==> config.mk <==
export PLATFORM = sky130hd
export DESIGN_NAME = byte_ring_fifo_with_peek_core
export DESIGN_NICKNAME = d
export VERILOG_FILES = /design/src/design/brf_pkg.sv /design/src/design/byte_ring_fifo_with_peek_core.sv /design/src/design/brf_ctrl.sv /design/src/design/brf_datapath.sv
export SDC_FILE = /design/constraint.sdc
export NUM_CORES = 2
export LEC_CHECK = 0
export BUFFER_PORTS_ARGS = -buffer_cell sky130_fd_sc_hd__buf_2
export CAP_MARGIN = 20
export CORE_ASPECT_RATIO = 1.75
export CORE_UTILIZATION = 49
export CTS_CLUSTER_DIAMETER = 100
export DETAILED_ROUTE_END_ITERATION = 6
export PLACE_DENSITY = 0.74
export RECOVER_POWER = 25
export SETUP_SLACK_MARGIN = 0.4
export SLEW_MARGIN = 20
export SYNTH_ARGS = -nofsm -noshare
export SYNTH_HDL_FRONTEND = slang
export SYNTH_SLANG_ARGS = --single-unit
==> constraint.sdc <==
create_clock -name i_clk -period 8.75 [get_ports i_clk]
set_input_delay 0.4375 -clock i_clk [delete_from_list [all_inputs] [get_ports i_clk]]
set_output_delay 0.4375 -clock i_clk [all_outputs]
set_load 0.02 [all_outputs]
==> src/design/brf_pkg.sv <==
package brf_pkg;

    // store size and index widths
    localparam int DEPTH = 256;
    localparam int AW    = $clog2(DEPTH);
    localparam int CW    = AW + 1;

    // operation codes carried in the kind field
    typedef enum logic [2:0] {
        KIND_WRITE   = 3'd0,
        KIND_READ    = 3'd1,
        KIND_DISCARD = 3'd2,
        KIND_PEEK    = 3'd3,
        KIND_STATUS  = 3'd4
    } t_kind;

    typedef enum logic [1:0] {
        ST_IDLE,
        ST_EXEC,
        ST_RESP
    } t_state;

    // controller to datapath
    typedef struct packed {
        logic capture;
        logic execute;
    } t_cmd;

endpackage

==> src/design/byte_ring_fifo_with_peek_core.sv <==
// channel   direction  handshake                  word
// -------   ---------  -------------------------  ---------------------------------------
// request   in         i_valid / o_ready          kind, write data, discard count, offset
// result    out        o_valid / i_ready          read data, ok, done, fill, spans
// config    in         i_cfg_valid / o_cfg_ready  capacity (ignored unless empty)
//
// each word passes through three steps: capture, execute, present result
// the single-port byte store is read or written in the execute cycle only
// the result is held until taken; no new request is taken meanwhile
// reset (synchronous, active low) empties the ring and sets capacity to the full store
// the store itself is not cleared: only held bytes are ever read back
module byte_ring_fifo_with_peek_core
    import brf_pkg::*;
(
    input  logic          i_clk,
    input  logic          i_rst_n,
    // request channel
    input  logic          i_valid,
    output logic          o_ready,
    input  logic [2:0]    i_kind,
    input  logic [7:0]    i_write_data,
    input  logic [CW-1:0] i_discard_count,
    input  logic [7:0]    i_peek_offset,
    // result channel
    output logic          o_valid,
    input  logic          i_ready,
    output logic [7:0]    o_read_data,
    output logic          o_ok,
    output logic [CW-1:0] o_done_count,
    output logic [CW-1:0] o_fill_level,
    output logic [CW-1:0] o_read_span,
    output logic [CW-1:0] o_write_span,
    // capacity register write
    input  logic          i_cfg_valid,
    output logic          o_cfg_ready,
    input  logic [CW-1:0] i_cfg_capacity
);

    t_cmd cmd;

    // capacity writes are always taken; the datapath drops them when not empty
    assign o_cfg_ready = 1'b1;

    // sequencing of capture, execute and result hand-off
    brf_ctrl u_ctrl (
        .i_clk       (i_clk),
        .i_rst_n     (i_rst_n),
        .i_in_valid  (i_valid),
        .i_out_ready (i_ready),
        .o_in_ready  (o_ready),
        .o_out_valid (o_valid),
        .o_cmd       (cmd)
    );

    // ring pointers, byte store and status arithmetic
    brf_datapath u_datapath (
        .i_clk           (i_clk),
        .i_rst_n         (i_rst_n),
        .i_cmd           (cmd),
        .i_cfg_we        (i_cfg_valid),
        .i_cfg_capacity  (i_cfg_capacity),
        .i_kind          (i_kind),
        .i_write_data    (i_write_data),
        .i_discard_count (i_discard_count),
        .i_peek_offset   (i_peek_offset[AW-1:0]),
        .o_read_data     (o_read_data),
        .o_ok            (o_ok),
        .o_done_count    (o_done_count),
        .o_fill_level    (o_fill_level),
        .o_read_span     (o_read_span),
        .o_write_span    (o_write_span)
    );

endmodule

==> src/design/brf_ctrl.sv <==
module brf_ctrl
    import brf_pkg::*;
(
    input  logic i_clk,
    input  logic i_rst_n,
    input  logic i_in_valid,
    input  logic i_out_ready,
    output logic o_in_ready,
    output logic o_out_valid,
    output t_cmd o_cmd
);

    t_state r_state;
    t_state n_state;

    always_ff @(posedge i_clk) begin
        if (!i_rst_n) begin
            r_state <= ST_IDLE;
        end else begin
            r_state <= n_state;
        end
    end

    always_comb begin
        n_state = r_state;
        unique case (r_state)
            ST_IDLE: begin
                if (i_in_valid) n_state = ST_EXEC;
            end
            ST_EXEC: begin
                n_state = ST_RESP;
            end
            ST_RESP: begin
                if (i_out_ready) n_state = ST_IDLE;
            end
            default: begin
                n_state = ST_IDLE;
            end
        endcase
    end

    always_comb begin
        o_in_ready  = 1'b0;
        o_out_valid = 1'b0;
        o_cmd       = '0;
        unique case (r_state)
            ST_IDLE: begin
                o_in_ready      = 1'b1;
                o_cmd.capture   = i_in_valid;
            end
            ST_EXEC: begin
                o_cmd.execute   = 1'b1;
            end
            ST_RESP: begin
                o_out_valid     = 1'b1;
            end
            default: begin
                o_in_ready      = 1'b0;
            end
        endcase
    end

endmodule

==> src/design/brf_datapath.sv <==
module brf_datapath
    import brf_pkg::*;
(
    input  logic          i_clk,
    input  logic          i_rst_n,
    input  t_cmd          i_cmd,
    input  logic          i_cfg_we,
    input  logic [CW-1:0] i_cfg_capacity,
    input  logic [2:0]    i_kind,
    input  logic [7:0]    i_write_data,
    input  logic [CW-1:0] i_discard_count,
    input  logic [AW-1:0] i_peek_offset,
    output logic [7:0]    o_read_data,
    output logic          o_ok,
    output logic [CW-1:0] o_done_count,
    output logic [CW-1:0] o_fill_level,
    output logic [CW-1:0] o_read_span,
    output logic [CW-1:0] o_write_span
);

    // captured word
    logic [2:0]    r_kind;
    logic [7:0]    r_wdata;
    logic [CW-1:0] r_dcount;
    logic [AW-1:0] r_poff;

    // ring state
    logic [AW-1:0] r_head, n_head;
    logic [AW-1:0] r_tail, n_tail;
    logic [CW-1:0] r_held, n_held;
    logic [CW-1:0] r_cap;

    // result
    logic          r_ok, n_ok;
    logic [CW-1:0] r_done, n_done;
    logic          r_rd_sel, n_rd_sel;

    // byte store
    logic [7:0]    r_store [DEPTH];
    logic [7:0]    r_mem_q;
    logic          mem_we;
    logic          mem_re;
    logic [AW-1:0] mem_addr;

    logic [CW-1:0] ptr_inc;
    logic [CW-1:0] drop_n;
    logic [CW:0]   head_sum;
    logic [CW:0]   ptr_wrap;
    logic [CW:0]   span_sum;
    logic [CW-1:0] free_bytes;

    always_ff @(posedge i_clk) begin
        if (i_cmd.capture) begin
            r_kind   <= i_kind;
            r_wdata  <= i_write_data;
            r_dcount <= i_discard_count;
            r_poff   <= i_peek_offset;
        end
    end

    always_comb begin
        n_head   = r_head;
        n_tail   = r_tail;
        n_held   = r_held;
        n_ok     = 1'b0;
        n_done   = '0;
        n_rd_sel = 1'b0;
        mem_we   = 1'b0;
        mem_re   = 1'b0;
        mem_addr = r_head;
        ptr_inc  = '0;
        drop_n   = '0;
        head_sum = '0;
        ptr_wrap = '0;
        unique case (t_kind'(r_kind))
            KIND_WRITE: begin
                if (r_held < r_cap) begin
                    mem_we   = 1'b1;
                    mem_addr = r_tail;
                    ptr_inc  = {1'b0, r_tail} + CW'(1);
                    n_tail   = (ptr_inc >= r_cap) ? '0 : ptr_inc[AW-1:0];
                    n_held   = r_held + CW'(1);
                    n_ok     = 1'b1;
                end
            end
            KIND_READ: begin
                if (r_held != '0) begin
                    mem_re   = 1'b1;
                    mem_addr = r_head;
                    ptr_inc  = {1'b0, r_head} + CW'(1);
                    n_head   = (ptr_inc >= r_cap) ? '0 : ptr_inc[AW-1:0];
                    n_held   = r_held - CW'(1);
                    n_ok     = 1'b1;
                    n_rd_sel = 1'b1;
                    if (n_held == '0) begin
                        n_head = '0;
                        n_tail = '0;
                    end
                end
            end
            KIND_DISCARD: begin
                drop_n   = (r_dcount > r_held) ? r_held : r_dcount;
                head_sum = {2'b00, r_head} + {1'b0, drop_n};
                ptr_wrap = (head_sum >= {1'b0, r_cap}) ? head_sum - {1'b0, r_cap}
                                                       : head_sum;
                n_head   = ptr_wrap[AW-1:0];
                n_held   = r_held - drop_n;
                n_done   = drop_n;
                n_ok     = 1'b1;
                if (n_held == '0) begin
                    n_head = '0;
                    n_tail = '0;
                end
            end
            KIND_PEEK: begin
                if ({1'b0, r_poff} < r_held) begin
                    head_sum = {2'b00, r_head} + {2'b00, r_poff};
                    ptr_wrap = (head_sum >= {1'b0, r_cap}) ? head_sum - {1'b0, r_cap}
                                                           : head_sum;
                    mem_re   = 1'b1;
                    mem_addr = ptr_wrap[AW-1:0];
                    n_ok     = 1'b1;
                    n_rd_sel = 1'b1;
                end
            end
            KIND_STATUS: begin
                n_ok = 1'b1;
            end
            default: begin
                n_ok = 1'b0;
            end
        endcase
    end

    always_ff @(posedge i_clk) begin
        if (!i_rst_n) begin
            r_head <= '0;
            r_tail <= '0;
            r_held <= '0;
            r_cap  <= CW'(DEPTH);
        end else begin
            if (i_cmd.execute) begin
                r_head <= n_head;
                r_tail <= n_tail;
                r_held <= n_held;
            end
            // capacity only changes while the buffer is empty
            if (i_cfg_we && r_held == '0) begin
                if (i_cfg_capacity == '0) begin
                    r_cap <= CW'(1);
                end else if (i_cfg_capacity > CW'(DEPTH)) begin
                    r_cap <= CW'(DEPTH);
                end else begin
                    r_cap <= i_cfg_capacity;
                end
            end
        end
    end

    always_ff @(posedge i_clk) begin
        if (i_cmd.execute) begin
            r_ok     <= n_ok;
            r_done   <= n_done;
            r_rd_sel <= n_rd_sel;
        end
    end

    always_ff @(posedge i_clk) begin
        if (i_cmd.execute && mem_we) begin
            r_store[mem_addr] <= r_wdata;
        end
        if (i_cmd.execute && mem_re) begin
            r_mem_q <= r_store[mem_addr];
        end
    end

    assign span_sum   = {2'b00, r_head} + {1'b0, r_held};
    assign free_bytes = r_cap - r_held;

    assign o_read_data  = r_rd_sel ? r_mem_q : '0;
    assign o_ok         = r_ok;
    assign o_done_count = r_done;
    assign o_fill_level = r_held;
    assign o_read_span  = (span_sum >= {1'b0, r_cap}) ? r_cap - {1'b0, r_head} : r_held;
    assign o_write_span = (({1'b0, r_tail} + free_bytes) >= r_cap) ? r_cap - {1'b0, r_tail}
                                                                    : free_bytes;

endmodule
==> implementation parameters <==
Parameter                              Value

Floorplanning
  Chip Height    570 um
  Starting Density    0.493
  Placeable core region    183000 sq um
  Width of the die    327 um
  Number of top-level design ports    90
  Cell row count    208
  Die area    186000 sq um

Logic synthesis
  FFs w/ async S/R, synth    0
  Cell count after synthesis    7198
  Number of enable flip-flop cells after synthesis    2095
  Number of nets in the synthesized netlist    7391
  Unique masters post-synth    82
  Dominant combinational cell family by area after synthesis    simple AND/OR/NAND/NOR gates
  Avg Cell Area, Syn    12.6 sq um
  Area fraction in and, or, nand and nor cells after synthesis    0.156
  Cell area after synthesis    90500 sq um
  Number of synthesis warnings    0
  Post-synth top flop    edfxtp_1
  Adder-cell area share of the yosys netlist    0.0217
  Multiplexer area fraction after synthesis    0.0146
  Complex-gate fraction of the synthesized area    0.0702
  Synthesis-stage register bit count    2131
  Xor-xnor portion of the synthesized cell area    0.00775
  Post-synthesis sequential area ratio    0.703

Routing
  Post-route DRC violation count    11
  Post-detailed-routing wire length    275 mm
  First-pass iteration count of the detailed router    7
  Routed vias    61000
  Per-cell routed wire length    28.0 um
  Average via count per standard cell    6.21
  Post-route antenna net violation count    0
  1st-iter DRT viols    7670

Layout
  Layout overhead on the synthesized area    10.9%
  Final Util    0.547
  FF+latch area    63600 sq um
  Final layout net count    7458
  Most common cell after layout, fill and taps aside    edfxtp_1
  Multi-input combinational cell area    24700 sq um
  Filler Cell Count    14600
  Commonest non-fill, non-tap cells in the layout    edfxtp_1, nand2_1, nand3_1
  Fraction of layout cells with a size suffix above 1    0.0776
  Number of cells in the finished layout apart from fillers    9816

Clocking
  Clock Latency Late Sink    850 ps
  Clock root cell    clkbuf_16
  CTS HTree Levels    4
  Cts bufs inserted    188
  Post-CTS setup buffer count    0
  Sinks on Clock Net    2131
  Clock tree from TritonCTS    built
  Clock-pin slew on the worst setup and hold paths    70 ps
  Clk buf depth    4

Setup path
  Endpoint kind of the worst setup timing path    flop
  Crit path DAT    8620 ps
  R2r startpoint    u_datapath.r_head[1]
  Worst setup SP type    flop
  Max Fanout on Critical Path    171
  Critical Path RT    9280 ps
  Critical Path Source    u_datapath.r_head[1]
  Worst Path Class, Setup    flop to flop

Timing
  Number of slew-limit violations in the final report    1312
  Layout Skew    52.1 ps
  Number of setup violations in the final report    0
  RSZ-0062 raised after global routing    true
  Highest attainable clock frequency    124 MHz
  Total negative setup slack    0 ps
  Final Hold Vio Count    0
  Max-Slew Margin vs Limit    -4.45
  Transition time at the pin with the least slew margin    8170 ps
  Clock period minus final worst setup slack    8100 ps
  Final period utilization    0.925

Global routing
  Congestion Overflow GR    0
  Via count of the first global-routing pass    59600
  Total GRT Usage    0.288
  Pin count of the biggest net entering global routing    196
  Number of antenna violations at the first check in global routing    12
  Wire length of the first global-routing pass    394 mm

Placed design
  Detailed placement HPWL    175 mm
  Port buffer count    88
  Instance count after placement with tap cells included    9452
  Global placer's final weighted congestion    1.00

Job
  Max cap viols    14

Worst hold path
  Worst hold path startpoint    i_cfg_capacity[7]
  Hold/Removal Path Class    primary input to flop

Status
  Violations in the final reports    design-rule violations, max-capacitance violations, max-slew violations
  Outcome    finished, violations left

Power and ir drop
  Leakage    35.1 nW
  Worst ir drop on vdd    0.192 mV
  Power per cell area    214 nW/um^2
synth_stat cells (67+ instances only):
master	number	area share
nand3_1	492	0.027
a311oi_1	80	0.0077
a22oi_1	139	0.012
buf_1	67	0.0028
mux2i_1	124	0.014
inv_1	84	0.0035
a31oi_1	250	0.017
nand2_1	1924	0.080
nor2_1	332	0.014
buf_2	213	0.012
clkbuf_1	158	0.0066
edfxtp_1	2095	0.70
a21oi_1	140	0.0077
and3_1	284	0.020
o21ai_0	71	0.0039
ha_1	141	0.020
metal layers:
| layer | track usage | vias up | share of wire | wire, um |
|---|---|---|---|---|
| met5 | 0 | - | 0.00024 | 67 |
| met4 | 0.274 | 10 | 0.11 | 30700 |
| met3 | 0.0494 | 1062 | 0.083 | 22700 |
| met2 | 0.484 | 3627 | 0.49 | 134000 |
| met1 | 0.305 | 29700 | 0.32 | 87200 |
| li1 | - | 26600 | - | - |
per-stage QoR:
step	setup slack [ps]	hold WS, ps	power, mW	cell area, sq um
after CTS	902	6.12	21.4	100000
after detailed placement	987	517	13.1	93900
after global routing	371	45.7	21.9	100000
final	654	39.4	21.5	100000
after global placement	575	512	13.1	93900
after floorplan	2450	478	12.6	90500
worst paths after layout:
path / slack, ps / end / cells after the start
worst min-delay path: 40 / u_datapath.r_cap[7] / 4
worst max register to register: 650 / u_datapath.r_mem_q[1] / 22
worst min register to register: 530 / u_datapath.r_tail[4] / 2
worst max-delay path: 650 / u_datapath.r_mem_q[1] / 22
power by group:
| part | switching [mW] | internal, mW | total [mW] |
|---|---|---|---|
| Sequential | 0.0226 | 11.3 | 11.3 |
| Combinational | 1.21 | 0.480 | 1.69 |
| Clock | 3.67 | 4.82 | 8.49 |
what timing repair did:
| item | 4_1_cts | 5_1_grt |
|---|---|---|
| hold buffers | 34 | 0 |
| endpoints found under the hold margin | 34 | 0 |
| gates resized for setup | 0 | 2 |
| setup endpoints to repair | 0 | 2 |
layout make-up:
| class | instances | area share |
|---|---|---|
| clock buffer | 221 | 0.0496 |
| timing repair buffer | 329 | 0.0251 |
| sequential | 2131 | 0.634 |
| multi-input combinational | 4529 | 0.246 |
| tap | 2415 | 0.0301 |
| inverter | 86 | 0.00322 |
| clock inverter | 100 | 0.0115 |
| antenna | 5 | 0.000125 |
flip-flops by register name, summed over array words and instances, names as in the netlist, 2 cells and up:
register and cells:
u_datapath.r_tail 8, u_datapath.o_done_count 9, u_datapath.r_cap 9, u_datapath.r_wdata 8, u_datapath.r_kind 3, u_datapath.r_dcount 9, u_datapath.r_head 8, u_datapath.r_store 2048
u_datapath.o_fill_level 9, u_datapath.r_mem_q 8, u_ctrl.r_state 2, u_datapath.r_poff 8
critical path: stages (launching register included):
cell       delay (ps)
dfxtp_1           580
inv_1             230
fa_1              490
nor2b_1           150
o21ai_0           110
a21boi_0          360
o21ai_0           130
nand2b_1          120
xor2_1            220
ha_1              320
a21oi_1           230
o21ai_1           220
o21ai_0           280
o311ai_2          180
buf_4             260
nand2_4           530
buf_12            620
and3_1            280
a31oi_1            50
a22oi_1           800
o2111ai_1         390
nor4_1            860
o2111ai_1         160
cells by family after synthesis:
logic type | count (synthesis)
AND/OR/NAND/NOR | 3245
flip-flops | 2131
AO/OA/AOI/OAI | 920
buffers and inverters | 539
adder cells (fa/ha/maj) | 151
multiplexers | 131
XOR/XNOR | 80
other | 1
Power figures use the tool's default switching activity.
